$ cat src/rtl/iclp_pkg.sv
`default_nettype none
// ----------------------------------------------------------------------------
// iclp_pkg
// Types and constants shared by the initialisation command list parser.
// ----------------------------------------------------------------------------
package iclp_pkg;

    // input item width
    localparam int unsigned BYTE_W      = 8;
    // result field widths
    localparam int unsigned KIND_W      = 2;
    localparam int unsigned VALUE_W     = 9;
    localparam int unsigned ARG_COUNT_W = 7;
    // packed result data: value, arg_count, has_delay, zero padded to bytes
    localparam int unsigned OUT_FIELDS_W = VALUE_W + ARG_COUNT_W + 1;
    localparam int unsigned OUT_TDATA_W  = ((OUT_FIELDS_W + 7) / 8) * 8;

    // argument count byte delay flag and delay codes
    localparam logic [BYTE_W-1:0]  DELAY_FLAG      = 8'h80;
    localparam logic [BYTE_W-1:0]  LONG_DELAY_CODE = 8'd255;
    localparam logic [VALUE_W-1:0] LONG_DELAY_MS   = 9'd500;

    // parser phase
    typedef enum logic [2:0] {
        PH_COUNT = 3'd0,
        PH_CMD   = 3'd1,
        PH_NARGS = 3'd2,
        PH_ARGS  = 3'd3,
        PH_DELAY = 3'd4
    } phase_t;

    // result kind
    typedef enum logic [KIND_W-1:0] {
        KIND_HEADER = 2'd0,
        KIND_ARG    = 2'd1,
        KIND_DELAY  = 2'd2
    } kind_t;

endpackage : iclp_pkg
`default_nettype wire

$ cat src/rtl/init_command_list_parser.sv
`default_nettype none
// An accepted byte's result is registered straight into the output register.
// Throughput: one byte per cycle; a new byte is taken while a result waits,
// provided the output register is drained in the same cycle.
// Reset: rst_n clears the phase, counters and output valid; the parser then
// expects the count byte of a new list.
// ----------------------------------------------------------------------------
// init_command_list_parser
// Parses a display initialisation command list byte by byte into command
// headers, argument bytes and delays in milliseconds.
// ----------------------------------------------------------------------------
module init_command_list_parser
(
    input  wire logic                              clk,
    input  wire logic                              rst_n,
    // list byte stream
    input  wire logic                              s_axis_tvalid,
    output logic                                   s_axis_tready,
    input  wire logic [iclp_pkg::BYTE_W-1:0]       s_axis_tdata,  // list_byte
    // result stream
    output logic                                   m_axis_tvalid,
    input  wire logic                              m_axis_tready,
    // value [8:0], arg_count [15:9], has_delay [16], zero [23:17]
    output logic [iclp_pkg::OUT_TDATA_W-1:0]       m_axis_tdata,
    output logic [iclp_pkg::KIND_W-1:0]            m_axis_tuser,  // kind
    output logic                                   m_axis_tlast   // last_of_list
);
    import iclp_pkg::*;

    // parser state
    phase_t                   phase_reg, phase_next;
    logic [BYTE_W-1:0]        commands_left_reg, commands_left_next;
    logic [ARG_COUNT_W-1:0]   args_left_reg, args_left_next;
    logic                     delay_pending_reg, delay_pending_next;
    logic [BYTE_W-1:0]        held_command_reg, held_command_next;

    // result register
    logic                     out_valid_reg, out_valid_next;
    kind_t                    kind_reg, kind_next;
    logic [VALUE_W-1:0]       value_reg, value_next;
    logic [ARG_COUNT_W-1:0]   arg_count_reg, arg_count_next;
    logic                     has_delay_reg, has_delay_next;
    logic                     last_reg, last_next;

    logic                     in_accept;
    logic                     emit;
    logic [BYTE_W-1:0]        cmds_dec;
    logic [ARG_COUNT_W-1:0]   args_dec;
    logic [ARG_COUNT_W-1:0]   nargs;
    logic                     final_cmd;

    // handshake: take a byte whenever the result register is free or draining
    assign s_axis_tready = !out_valid_reg || m_axis_tready;
    assign in_accept     = s_axis_tvalid && s_axis_tready;

    // shared decodes
    assign cmds_dec  = commands_left_reg - BYTE_W'(1);
    assign args_dec  = args_left_reg - ARG_COUNT_W'(1);
    assign nargs     = s_axis_tdata[ARG_COUNT_W-1:0];
    assign final_cmd = (commands_left_reg == BYTE_W'(1));

    // next state
    always_comb
    begin
        phase_next         = phase_reg;
        commands_left_next = commands_left_reg;
        args_left_next     = args_left_reg;
        delay_pending_next = delay_pending_reg;
        held_command_next  = held_command_reg;
        if (in_accept)
        begin
            unique case (phase_reg)
                PH_CMD:
                begin
                    held_command_next = s_axis_tdata;
                    phase_next        = PH_NARGS;
                end
                PH_NARGS:
                begin
                    args_left_next     = nargs;
                    delay_pending_next = |(s_axis_tdata & DELAY_FLAG);
                    if (nargs != '0)
                        phase_next = PH_ARGS;
                    else if (|(s_axis_tdata & DELAY_FLAG))
                        phase_next = PH_DELAY;
                    else
                    begin
                        commands_left_next = cmds_dec;
                        phase_next = (cmds_dec == '0) ? PH_COUNT : PH_CMD;
                    end
                end
                PH_ARGS:
                begin
                    args_left_next = args_dec;
                    if (args_dec == '0)
                    begin
                        if (delay_pending_reg)
                            phase_next = PH_DELAY;
                        else
                        begin
                            commands_left_next = cmds_dec;
                            phase_next = (cmds_dec == '0) ? PH_COUNT : PH_CMD;
                        end
                    end
                end
                PH_DELAY:
                begin
                    delay_pending_next = 1'b0;
                    commands_left_next = cmds_dec;
                    phase_next = (cmds_dec == '0) ? PH_COUNT : PH_CMD;
                end
                default:
                begin
                    // count byte, also taken on any unused phase code
                    commands_left_next = s_axis_tdata;
                    args_left_next     = '0;
                    delay_pending_next = 1'b0;
                    phase_next = (s_axis_tdata == '0) ? PH_COUNT : PH_CMD;
                end
            endcase
        end
    end

    // result fields
    always_comb
    begin
        emit           = 1'b0;
        kind_next      = kind_reg;
        value_next     = value_reg;
        arg_count_next = arg_count_reg;
        has_delay_next = has_delay_reg;
        last_next      = last_reg;
        unique case (phase_reg)
            PH_NARGS:
            begin
                emit           = 1'b1;
                kind_next      = KIND_HEADER;
                value_next     = {1'b0, held_command_reg};
                arg_count_next = nargs;
                has_delay_next = |(s_axis_tdata & DELAY_FLAG);
                last_next      = final_cmd && (nargs == '0)
                                 && !(|(s_axis_tdata & DELAY_FLAG));
            end
            PH_ARGS:
            begin
                emit           = 1'b1;
                kind_next      = KIND_ARG;
                value_next     = {1'b0, s_axis_tdata};
                arg_count_next = '0;
                has_delay_next = 1'b0;
                last_next      = final_cmd && (args_dec == '0) && !delay_pending_reg;
            end
            PH_DELAY:
            begin
                emit           = 1'b1;
                kind_next      = KIND_DELAY;
                value_next     = (s_axis_tdata == LONG_DELAY_CODE) ? LONG_DELAY_MS
                                                                   : {1'b0, s_axis_tdata};
                arg_count_next = '0;
                has_delay_next = 1'b0;
                last_next      = final_cmd;
            end
            default:
            begin
                emit = 1'b0;
            end
        endcase
        // output valid: set by a new result, cleared once taken
        if (in_accept)
            out_valid_next = emit;
        else if (m_axis_tready)
            out_valid_next = 1'b0;
        else
            out_valid_next = out_valid_reg;
    end

    // control registers
    always_ff @(posedge clk or negedge rst_n)
    begin
        if (!rst_n)
        begin
            phase_reg         <= PH_COUNT;
            commands_left_reg <= '0;
            args_left_reg     <= '0;
            delay_pending_reg <= 1'b0;
            held_command_reg  <= '0;
            out_valid_reg     <= 1'b0;
        end
        else
        begin
            phase_reg         <= phase_next;
            commands_left_reg <= commands_left_next;
            args_left_reg     <= args_left_next;
            delay_pending_reg <= delay_pending_next;
            held_command_reg  <= held_command_next;
            out_valid_reg     <= out_valid_next;
        end
    end

    // result payload, loaded only with a new result
    always_ff @(posedge clk)
    begin
        if (in_accept && emit)
        begin
            kind_reg      <= kind_next;
            value_reg     <= value_next;
            arg_count_reg <= arg_count_next;
            has_delay_reg <= has_delay_next;
            last_reg      <= last_next;
        end
    end

    // output packing
    assign m_axis_tvalid = out_valid_reg;
    assign m_axis_tdata  = {{(OUT_TDATA_W-OUT_FIELDS_W){1'b0}},
                            has_delay_reg, arg_count_reg, value_reg};
    assign m_axis_tuser  = kind_reg;
    assign m_axis_tlast  = last_reg;

endmodule : init_command_list_parser
`default_nettype wire

$ cat config.mk
export PLATFORM = sky130hd
export DESIGN_NAME = init_command_list_parser
export DESIGN_NICKNAME = d
export VERILOG_FILES = /design/src/rtl/iclp_pkg.sv /design/src/rtl/init_command_list_parser.sv
export SDC_FILE = /design/constraint.sdc
export NUM_CORES = 1
export LEC_CHECK = 0
export BUFFER_PORTS_ARGS = -buffer_cell sky130_fd_sc_hd__buf_4
export CORE_AREA = 2 2 89 108
export CTS_CLUSTER_DIAMETER = 30
export DETAILED_ROUTE_END_ITERATION = 10
export DIE_AREA = 0 0 91 110
export GPL_TIMING_DRIVEN = 0
export HOLD_SLACK_MARGIN = 0.02
export REMOVE_ABC_BUFFERS = 1
export SYNTH_ARGS = -nofsm -noshare
export SYNTH_HDL_FRONTEND = slang
export SYNTH_SLANG_ARGS = --single-unit
$ cat constraint.sdc
create_clock -name clk -period 3 [get_ports clk]
set_input_delay 0.45 -clock clk [delete_from_list [all_inputs] [get_ports clk]]
set_output_delay 0.45 -clock clk [all_outputs]
set_load 0.02 [all_outputs]
Word-level counts from Yosys, hierarchy flattened
Index checks and enable logic that the tools add are counted.
- add/sub/neg operators: 2
- equality and inequality tests: 10
- multiplexer cells: 23
- bitwise operators: 3
- reductions and logical operators: 29
- operator list (cell ; count):
    8-bit two-way mux ; 4
    8-bit case mux with 4 select lines ; 1
    9-bit case mux with 3 select lines ; 1
    7-bit case mux with 3 select lines ; 1
    8-bit logical NOT ; 2
    7-bit logical NOT ; 2
    7-bit case mux with 2 select lines ; 1
    3-bit two-way mux ; 4
    3-bit case mux with 4 select lines ; 1
    2-bit AND reduction ; 6
    9-bit two-way mux ; 1
    8-bit by 1-bit == test with 1-bit output (second input constant) ; 1
    8-bit == test (second input constant) ; 1
    2-bit != test (second input constant) ; 4
    8-bit by 1-bit subtractor with 8-bit output (second input constant) ; 1
    7-bit nonzero test ; 1
    7-bit by 1-bit subtractor with 7-bit output (second input constant) ; 1
    3-bit by 2-bit == test with 1-bit output (second input constant) ; 2
    1-bit logical AND ; 6
    2-bit case mux with 3 select lines ; 1
    6-bit AND reduction ; 1
    2-bit OR reduction ; 3
    1-bit two-way mux ; 5
    1-bit case mux with 2 select lines ; 2
    other kinds (9) ; 14
- register bits after elaboration: 48
- input port bits: 12
- output and inout port bits: 29
- word-level logic and storage cells: 78

Depth between registers and ports, before layout
Gate-level depths: netlist of run 1.
- depth in word-level cells: 6
- gate-level depth with buffers: 9
- mapped depth without buffers: 8

Worst setup path after synthesis of run 1
Ideal clock, no wire load.
- kind: flip-flop to flip-flop
- start point: register phase_reg[1]
- end point: register arg_count_reg[0], enable pin
- setup time: 397 ps
- arrival: 2297 ps
- data required time: 2603 ps
- setup slack: 307 ps
- stages on the path, launching flop included: 7
- buffers on the path: 2
- period minus slack after synthesis: 2693 ps
- path through: dfrtp_1 clkbuf_1 or3b_2 clkbuf_1 inv_2 nor2_1 nor2_1
- word-level cells in the longest chain between the ends: 5
- elaborated cells between the ends (all ways): 9
- classes of those cells: 3 x eq/ne; 1 x mux; 5 x reduce/logical
- ends and longest elaborated chain (element ; line ; RTL):
    start, declared ; init_command_list_parser.sv:31 ; phase_t phase_reg, phase_next;
    start signal, assigned ; init_command_list_parser.sv:191 ; phase_reg <= phase_next;
    3-bit == test or 3-bit by 2-bit == test with 1-bit output (tied branches) ; init_command_list_parser.sv:133 ; unique case (phase_reg)
    3-bit OR reduction (no source line) ; - ;
    1-bit two-way mux ; init_command_list_parser.sv:133 ;
    1-bit logical AND ; init_command_list_parser.sv:203 ; if (in_accept && emit)
    2-bit AND reduction (no source line) (*) ; - ;
    end signal, assigned ; init_command_list_parser.sv:207 ; arg_count_reg <= arg_count_next;
    end, declared ; init_command_list_parser.sv:41 ; logic [ARG_COUNT_W-1:0] arg_count_reg, arg_count_next;
Mark *: on every way between the ends. The rest lies on a longest branch, timed or not.
A chain may end at the register's enable or synchronous reset.

Final worst setup path of run 1
- start point: register args_left_reg[0]
- end point: register commands_left_reg[0]
- word-level cells in the longest chain between the ends: 4
- ends and longest elaborated chain (element ; line ; RTL):
    start, declared ; init_command_list_parser.sv:33 ; logic [ARG_COUNT_W-1:0] args_left_reg, args_left_next;
    start signal, assigned ; init_command_list_parser.sv:193 ; args_left_reg <= args_left_next;
    7-bit by 1-bit subtractor with 7-bit output ; init_command_list_parser.sv:58 ; assign args_dec = args_left_reg - ARG_COUNT_W'(1);
    7-bit logical NOT ; init_command_list_parser.sv:95 ; if (args_dec == '0)
    2-bit != test (no source line) ; - ;
    6-bit AND reduction (no source line) ; - ;
    end signal, assigned ; init_command_list_parser.sv:192 ; commands_left_reg <= commands_left_next;
    end, declared ; init_command_list_parser.sv:32 ; logic [BYTE_W-1:0] commands_left_reg, commands_left_next;
Every way passes these cells.

==> flow_summary.yaml, run 1 <==
run_status:
  status: "finished clean"
synth:
  synth_edf_count: 20
  synth_most_common_cell: "dfrtp_1"
  synth_top_cell_area_share_pct: 26.8
  yosys-top-cells-area: "dfrtp_1, edfxtp_1, mux2_2"
  yosysSeqAreaShare_pct: 49.8
  avgSynthCellArea_um2: 10.3
  synthCells: 253
  syn_area_um2: 2610
  ys_async_sr_fraction_pct: 58.3
  synth_common_cells: "dfrtp_1, nor2_1, edfxtp_1"
  synth_area_leader_cell: "dfrtp_1"
  synthFlopType: "dfrtp_1"
  yosysUniqueCellTypes: 55
  yosys_warnings: 0
  synth.ff_latch_count: 48
clock_tree:
  ctsHtreeMaxLevel: 2
  root_buffer: "clkbuf_8"
  insertion_delay_ps: 300
  cts_made_buffers: 5
  clock-sinks: 48
  cts_hold_buf: 0
  cts_tree: "done"
  cts_buffer_depth: 2
  path_clk_slew_ps: 90
routing:
  ant_nets: 0
  drt-total-wl_um: 5820
  first_pass_iters: 5
  wl_per_cell_um: 14.4
  drc: 0
  vias: 1999
  drt_iter0_drc: 215
  avgViaCountPerCell: 4.96
final_layout:
  drive_above_1_share_pct: 23.0
  fillers: 920
  final_cell_area_um2: 3070
  final_nets: 298
  final_util_pct: 34.3
  seq_area_um2: 1300
  multi_input_area_um2: 1200
  largest_register_ffs: 9
  antenna_cells: 0
  syn_to_final_growth_pct: 17.5
power:
  power_density_nw_per_um2: 1040
  power.leakage_nw: 1.26
  peakVddDrop_mv: 0.333
sta:
  holdWs_ps: 66.8
  finalHoldViolCount: 0
  finalClockSkew_ps: 4.28
  setup_ws_ps: 311
  rsz0062_at_grt: "false"
  worst_slew_pin_slew_ps: 912
  slew_viol_final: 0
  slew_headroom_pct: 39.0
  finalSetupViolCount: 0
  layout_min_cycle_time_ps: 2690
  finalCritPeriodShare_pct: 89.6
  fmax_mhz: 372
floorplanning:
  ios: 41
  row_count: 38
  dieArea_um2: 10000
  fp.dieH_um: 110
  core_um2: 8940
  start_util_pct: 29.2
  die_w_um: 91
grt:
  grt_overflow: 0
  antenna_found_initial: 0
  grt_max_degree: 29
  grt_pass1_wl_um: 9650
  grt.total_usage_pct: 12.2
  grt_pass1_vias: 1850
worst_setup_path:
  crit_required_ps: 3220
  cp_max_fo: 8
  startpoint_type: "flip-flop"
  worst_setup_path_end_kind: "flip-flop"
  crit_type: "flip-flop to flip-flop"
  cp_data_arrival_time_ps: 2910
placement:
  place_area_um2: 2930
  globalplace.congestion: 0.887
  place_worst_setup_slack_ps: 161
  dp_hpwl_um: 4050
  io_buffers: 33
hold_path:
  hold_path.class: "input port to async pin"
job:
  drv_cap: 0
## path summary, 6_finish.rpt
kind,from,end,slack [ps],cells past startpoint
setup / recovery,args_left_reg[0]$_DFFE_PN0P_,commands_left_reg[0]$_DFFE_PN0P_,310,8
hold / removal,rst_n,commands_left_reg[2]$_DFFE_PN0P_,70,1
setup reg to reg,args_left_reg[0]$_DFFE_PN0P_,commands_left_reg[0]$_DFFE_PN0P_,310,8
hold reg to reg,held_command_reg[0]$_DFFE_PN0P_,held_command_reg[0]$_DFFE_PN0P_,490,2
max in group asynchronous,rst_n,held_command_reg[3]$_DFFE_PN0P_,2650,1
min in group clk,s_axis_tvalid,m_axis_tvalid$_DFFE_PN0P_,400,3
## power breakdown
| part | internal (W) | total [W] | switching [W] |
|---|---|---|---|
| Sequential | 0.00100 | 0.00122 | 0.000218 |
| Clock | 0.000333 | 0.000556 | 0.000223 |
| Combinational | 0.000602 | 0.00142 | 0.000820 |
| Total | 0.00194 | 0.00320 | 0.00126 |
## worst max-delay path: stages (launching register included)
cell      delay, ps
dfrtp_1         460
inv_1            90
ha_1            220
nor2b_1         240
a21oi_1         100
o31ai_1         460
a311oi_4        260
or4_2           660
o211ai_1        120
## cells in the final DEF, fill, tap and decap left out, drive strengths merged, types with 2 or more instances in the layout
cell	netlist	routed
a21oi	11	11
a22o	4	4
a22oi	2	2
a2bb2oi	6	6
a31oi	3	3
and2	2	2
and3	8	8
buf	10	33
bufinv	0	2
clkbuf	7	6
conb	1	7
dfrtp	28	28
edfxtp	20	20
ha	4	4
inv	10	10
mux2	13	13
mux2i	2	2
nand2	18	18
nand2b	3	3
nand3	3	3
nand4	4	4
nor2	23	23
nor2b	4	4
nor3	14	14
nor4	3	3
o211ai	3	3
o21ai	17	17
o22ai	2	2
o31a	3	3
o31ai	2	2
or3	2	2
or3b	2	2
or4	4	4
xnor2	2	2
## cells by family after synthesis
group,after synthesis,share of synthesized area [%]
xor+xnor,3,1.01
simple gates,94,19.1
compound gates,60,16.0
flops,48,49.8
other cells,1,0.144
buf+inv,28,5.51
fa+ha+maj,4,1.92
mux,15,6.52
## per-layer routing
| metal | track usage [%] | vias to the layer above | routed length [um] |
|---|---|---|---|
| met1 | 15.0 | 938 | 2550 |
| met2 | 21.0 | 73 | 2860 |
| li1 | - | 979 | - |
| met3 | 3.06 | 9 | 323 |
| met4 | 4.33 | 0 | 89 |
| met5 | 0 | - | 0 |
## metrics by stage
stage | power (W) | setup TNS (ps) | cells
final | 0.00320 | 0 | 403
after global routing | 0.00345 | 0 | 403
after CTS | 0.00321 | 0 | 403
after detailed placement | 0.00265 | 0 | 395
after global placement | 0.00263 | -6120 | 395
after floorplan | 0.00223 | 0 | 242
## layout make-up
type / instances / area share, %
clock buffer: 6 / 2.36
clock inverter: 2 / 1.96
inverter: 11 / 1.35
multi-input combinational: 183 / 39.0
sequential: 48 / 42.4
tap: 120 / 4.89
timing repair buffer: 33 / 8.07
## repair_timing
action / 4_1_cts / 5_1_grt
buffers inserted: 0 / 0
gates resized for setup: 0 / 1
endpoints found under the setup margin: 0 / 20
(Power assumes the default switching activity.)
==> inputs of run 2 (changes only) <==
CORE_AREA = 2 2 87 110   (was 2 2 89 108)
DIE_AREA = 0 0 89 112   (was 0 0 91 110)
HOLD_SLACK_MARGIN = 0.12   (was 0.02)
==> flow_summary.yaml, run 2 (same netlist as run 1, synthesis figures left out) <==
floorplanning:
  core_um2: 8980
  row_count: 39
  start_util_pct: 29.1
  dieArea_um2: 9970
  die_w_um: 89
  fp.dieH_um: 112
  ios: 41
clock_tree:
  root_buffer: "clkbuf_16"
  cts_buffer_depth: 2
  insertion_delay_ps: 290
  postCtsSetupBuffers: 0
  ctsHtreeMaxLevel: 2
  clock-sinks: 48
  cts_resized: 0
  path_clk_slew_ps: 70
  cts_made_buffers: 5
  cts_tree: "done"
placement:
  place_area_um2: 2950
  globalplace.congestion: 0.868
  place_worst_setup_slack_ps: 240
  dp_hpwl_um: 4140
  io_buffers: 33
grt:
  grt.total_usage_pct: 12.6
  gr-usage-met1_pct: 16.4
  grt_max_degree: 29
  grt_busiest_layer: "met2"
  grt_util_met2_pct: 20.4
  antenna_found_initial: 0
  grt_pass1_vias: 1850
  grt_util_met3_pct: 2.22
  grt_overflow: 0
  grt_pass1_wl_um: 9620
power:
  peakVddDrop_mv: 0.325
  power.leakage_nw: 1.27
  power_density_nw_per_um2: 1040
sta:
  timing.setup.tns_ps: 0
  finalClockSkew_ps: 4.60
  slew_viol_final: 0
  layout_min_cycle_time_ps: 2750
  rsz0062_at_grt: "false"
  finalHoldViolCount: 0
  worst_slew_pin_slew_ps: 907
  finalCritPeriodShare_pct: 91.8
  setup_ws_ps: 247
  slew_headroom_pct: 39.3
  holdWs_ps: 390
  fmax_mhz: 363
  finalSetupViolCount: 0
final_layout:
  antenna_cells: 0
  drive_above_1_share_pct: 23.5
  final_common_cell: "buf_4"
  final_nets: 300
  final_util_pct: 34.7
  fillers: 938
  largest_register_ffs: 9
  final_cell_area_um2: 3110
  final_cell_mix: "buf_4, dfrtp_1, nor2_1, edfxtp_1, nand2_1"
  syn_to_final_growth_pct: 19.3
worst_setup_path:
  r2r-end: "commands_left_reg[0]$_DFFE_PN0P_"
  crit_type: "flip-flop to flip-flop"
  worst_setup_path_end_kind: "flip-flop"
  r2r.worst_path.cells: 8
  rrSetupSlack_ps: 250
  startpoint_type: "flip-flop"
  regToRegStartpoint: "args_left_reg[0]$_DFFE_PN0P_"
  cp_data_arrival_time_ps: 2960
  crit_required_ps: 3200
  cp_max_fo: 8
routing:
  first_pass_iters: 4
  drc: 0
  ant_nets: 0
  avgViaCountPerCell: 4.85
  drt-total-wl_um: 5880
  vias: 1980
  wl_per_cell_um: 14.4
  drt_iter0_drc: 137
hold_path:
  worstHoldEndpoint: "m_axis_tvalid$_DFFE_PN0P_"
  hp-start: "s_axis_tvalid"
  min_path_cells: 3
  hold_path.class: "input port to flip-flop"
run_status:
  status: "finished clean"
job:
  drv_cap: 0
## run 2: changes by cell type in the layout (fill, tap and decap cells not counted)
cell / before / now
bufinv_16: 2 / 0
clkbuf_16: 0 / 5
clkbuf_8: 5 / 1
clkbuf_1: 1 / 0
dlygate4sd3_1: 0 / 1
nor2_2: 0 / 1
clkinvlp_4: 0 / 2
buf_8: 0 / 1
nor2_4: 2 / 1
## run 2: layout make-up
class | instances | area (um^2) | share of cell area (%)
Multi-Input combinational cell | 183 | 1190 | 38.2
Clock buffer | 6 | 139 | 4.46
Inverter | 11 | 41.3 | 1.33
Sequential cell | 48 | 1300 | 41.8
Tap cell | 123 | 154 | 4.94
Clock inverter | 2 | 15.0 | 0.482
Timing Repair Buffer | 35 | 273 | 8.76
## run 2: worst max-delay path by stage
stage | cells after the start | to | from
detailed placement | 8 | commands_left_reg[0]$_DFFE_PN0P_ | args_left_reg[0]$_DFFE_PN0P_
global placement | 4 | arg_count_reg[1]$_SDFFCE_PN0P_ | phase_reg[0]$_DFFE_PN0P_
global route | 8 | commands_left_reg[0]$_DFFE_PN0P_ | args_left_reg[0]$_DFFE_PN0P_
CTS | 8 | commands_left_reg[0]$_DFFE_PN0P_ | args_left_reg[0]$_DFFE_PN0P_
floorplan | 4 | arg_count_reg[0]$_SDFFCE_PN0P_ | phase_reg[0]$_DFFE_PN0P_
finish | 8 | commands_left_reg[0]$_DFFE_PN0P_ | args_left_reg[0]$_DFFE_PN0P_
## run 2: worst max-delay path: stages, from the launching register on
cell and delay, ps:
dfrtp_1 460, inv_1 90, ha_1 220, nor2b_1 240, a21oi_1 100, o31ai_1 510
a311oi_4 270, or4_2 670, o211ai_1 120
## run 2: timing repair
item                                   4_1_cts  5_1_grt
hold buffers                                 1        0
setup endpoints to repair                    0        0
endpoints found under the hold margin       28        0
## run 2: report_power, final
part           switching [W]  internal [W]  total (W)
clock               0.000245      0.000332   0.000577
sequential          0.000221       0.00100    0.00122
combinational       0.000830      0.000614    0.00144
## run 2: metal layers
metal | vias to the layer above | routed length (um)
met5 | - | 0
met4 | 0 | 122
met3 | 8 | 247
met2 | 56 | 2940
met1 | 931 | 2570
li1 | 985 | -
## run 2: through the flow
step,power (W),instances
floorplan,0.00223,242
global route,0.00349,408
CTS,0.00327,408
finish,0.00324,408
detailed placement,0.00268,399
global placement,0.00263,398
==> inputs of run 3 (changes only) <==
clock period = 2.5 ns   (was 3 ns; I/O delays follow)
==> flow_summary.yaml, run 3 (same netlist as run 1, synthesis figures left out) <==
floorplanning:
  ios: 41
  dieArea_um2: 9970
  core_um2: 8980
  start_util_pct: 29.1
  die_w_um: 89
  fp.dieH_um: 112
  row_count: 39
grt:
  grt_max_degree: 29
  grt_overflow: 0
  grt_pass1_vias: 1881
  grt.total_usage_pct: 12.6
  grt_pass1_wl_um: 9690
  antenna_found_initial: 0
sta:
  fmax_mhz: 404
  finalSetupViolCount: 0
  holdWs_ps: 317
  finalCritPeriodShare_pct: 99.1
  worst_slew_pin_slew_ps: 942
  finalClockSkew_ps: 4.55
  slew_viol_final: 0
  slew_headroom_pct: 36.9
  layout_min_cycle_time_ps: 2480
  finalHoldViolCount: 0
final_layout:
  final_nets: 306
  stdcell_count: 414
  largest_register_ffs: 9
  syn_to_final_growth_pct: 23.1
  multi_input_area_um2: 1240
  final_cell_area_um2: 3210
  seq_area_um2: 1310
  final_cell_mix: "buf_4, dfrtp_1, nor2_1, edfxtp_1, nand2_1"
  final_common_cell: "buf_4"
  fillers: 931
  antenna_cells: 0
  final_util_pct: 35.8
  drive_above_1_share_pct: 28.9
placement:
  place_area_um2: 2950
  dp_hpwl_um: 4140
  io_buffers: 33
  placedCellCount: 399
  globalplace.congestion: 0.868
routing:
  wl_per_cell_um: 14.6
  drt_iter0_drc: 169
  met3_length_um: 245
  vias: 2053
  dr_wl_met2_um: 3000
  avgViaCountPerCell: 4.96
  ant_nets: 0
  highest_layer: "met4"
  wl_met1_um: 2610
  drc: 0
  first_pass_iters: 4
  drt-total-wl_um: 6060
power:
  peakVddDrop_mv: 0.390
  power.leakage_nw: 1.31
  p_total_w: 0.00405
  power_density_nw_per_um2: 1260
worst_setup_path:
  worst_setup_path_end_kind: "flip-flop"
  cp_data_arrival_time_ps: 2650
  crit_type: "flip-flop to flip-flop"
  cp_max_fo: 8
  startpoint_type: "flip-flop"
  crit_required_ps: 2670
clock_tree:
  insertion_delay_ps: 290
  clock-sinks: 48
  root_buffer: "clkbuf_16"
  cts_buffer_depth: 2
  path_clk_slew_ps: 70
  cts_made_buffers: 5
  cts_tree: "done"
  ctsHtreeMaxLevel: 2
job:
  drv_cap: 0
run_status:
  status: "finished clean"
hold_path:
  hold_path.class: "input port to flip-flop"
run 3: cell count changes in the layout (fill, tap and decap cells not counted), sizes merged:
cell | previous run | this run
buf | 34 | 40
run 3: area by class of cell:
| class | count | area share, % |
|---|---|---|
| tap | 123 | 4.79 |
| multi-input combinational | 183 | 38.5 |
| clock buffer | 6 | 4.32 |
| sequential | 48 | 40.6 |
| clock inverter | 2 | 0.467 |
| timing repair buffer | 41 | 10.0 |
| inverter | 11 | 1.28 |
run 3: power breakdown:
group | switching [W] | internal (W)
Sequential | 0.000264 | 0.00121
Clock | 0.000292 | 0.000398
Combinational | 0.00106 | 0.000827
Total | 0.00162 | 0.00243
run 3: stage by stage:
stage | TNS (ps) | worst slack, ps
final | 0 | 22.6
after global placement | -16310 | -789
after floorplan | -3050 | -153
after detailed placement | -684 | -260
after global routing | -16.7 | -11.0
after CTS | 0 | 11.6
run 3: path summary, 6_finish.rpt:
check / end / slack (ps) / depth (start not counted) / startpoint
worst max-delay path: commands_left_reg[4]$_DFFE_PN0P_ / 20 / 6 / args_left_reg[1]$_DFFE_PN0P_
worst max register to register: commands_left_reg[4]$_DFFE_PN0P_ / 20 / 6 / args_left_reg[1]$_DFFE_PN0P_
worst min register to register: held_command_reg[0]$_DFFE_PN0P_ / 490 / 2 / held_command_reg[0]$_DFFE_PN0P_
max in group asynchronous: phase_reg[0]$_DFFE_PN0P_ / 1650 / 2 / rst_n
min in group asynchronous: args_left_reg[1]$_DFFE_PN0P_ / 540 / 2 / rst_n
worst min-delay path: m_axis_tvalid$_DFFE_PN0P_ / 320 / 3 / s_axis_tvalid
run 3: worst max-delay path, stage by stage, from the launching register on:
cell and delay (ps):
dfrtp_1 410, or4_4 550, or3_4 340, and3_4 200, a311oi_4 430, nor2_4 120, mux2_4 320
run 3: timing repair:
| item | CTS | global route |
|---|---|---|
| buffers inserted | 1 | 5 |
| endpoints found under the setup margin | 8 | 13 |
| pin swaps | 2 | 4 |
| resized for setup | 4 | 11 |
| hold buffers | 1 | 0 |
| hold endpoints to repair | 28 | 0 |
run 3: per-layer routing:
layer	vias up	global-route usage (%)
met4	0	5.37
met3	15	2.22
li1	997	-
met2	64	20.3
met5	-	0
met1	977	16.5
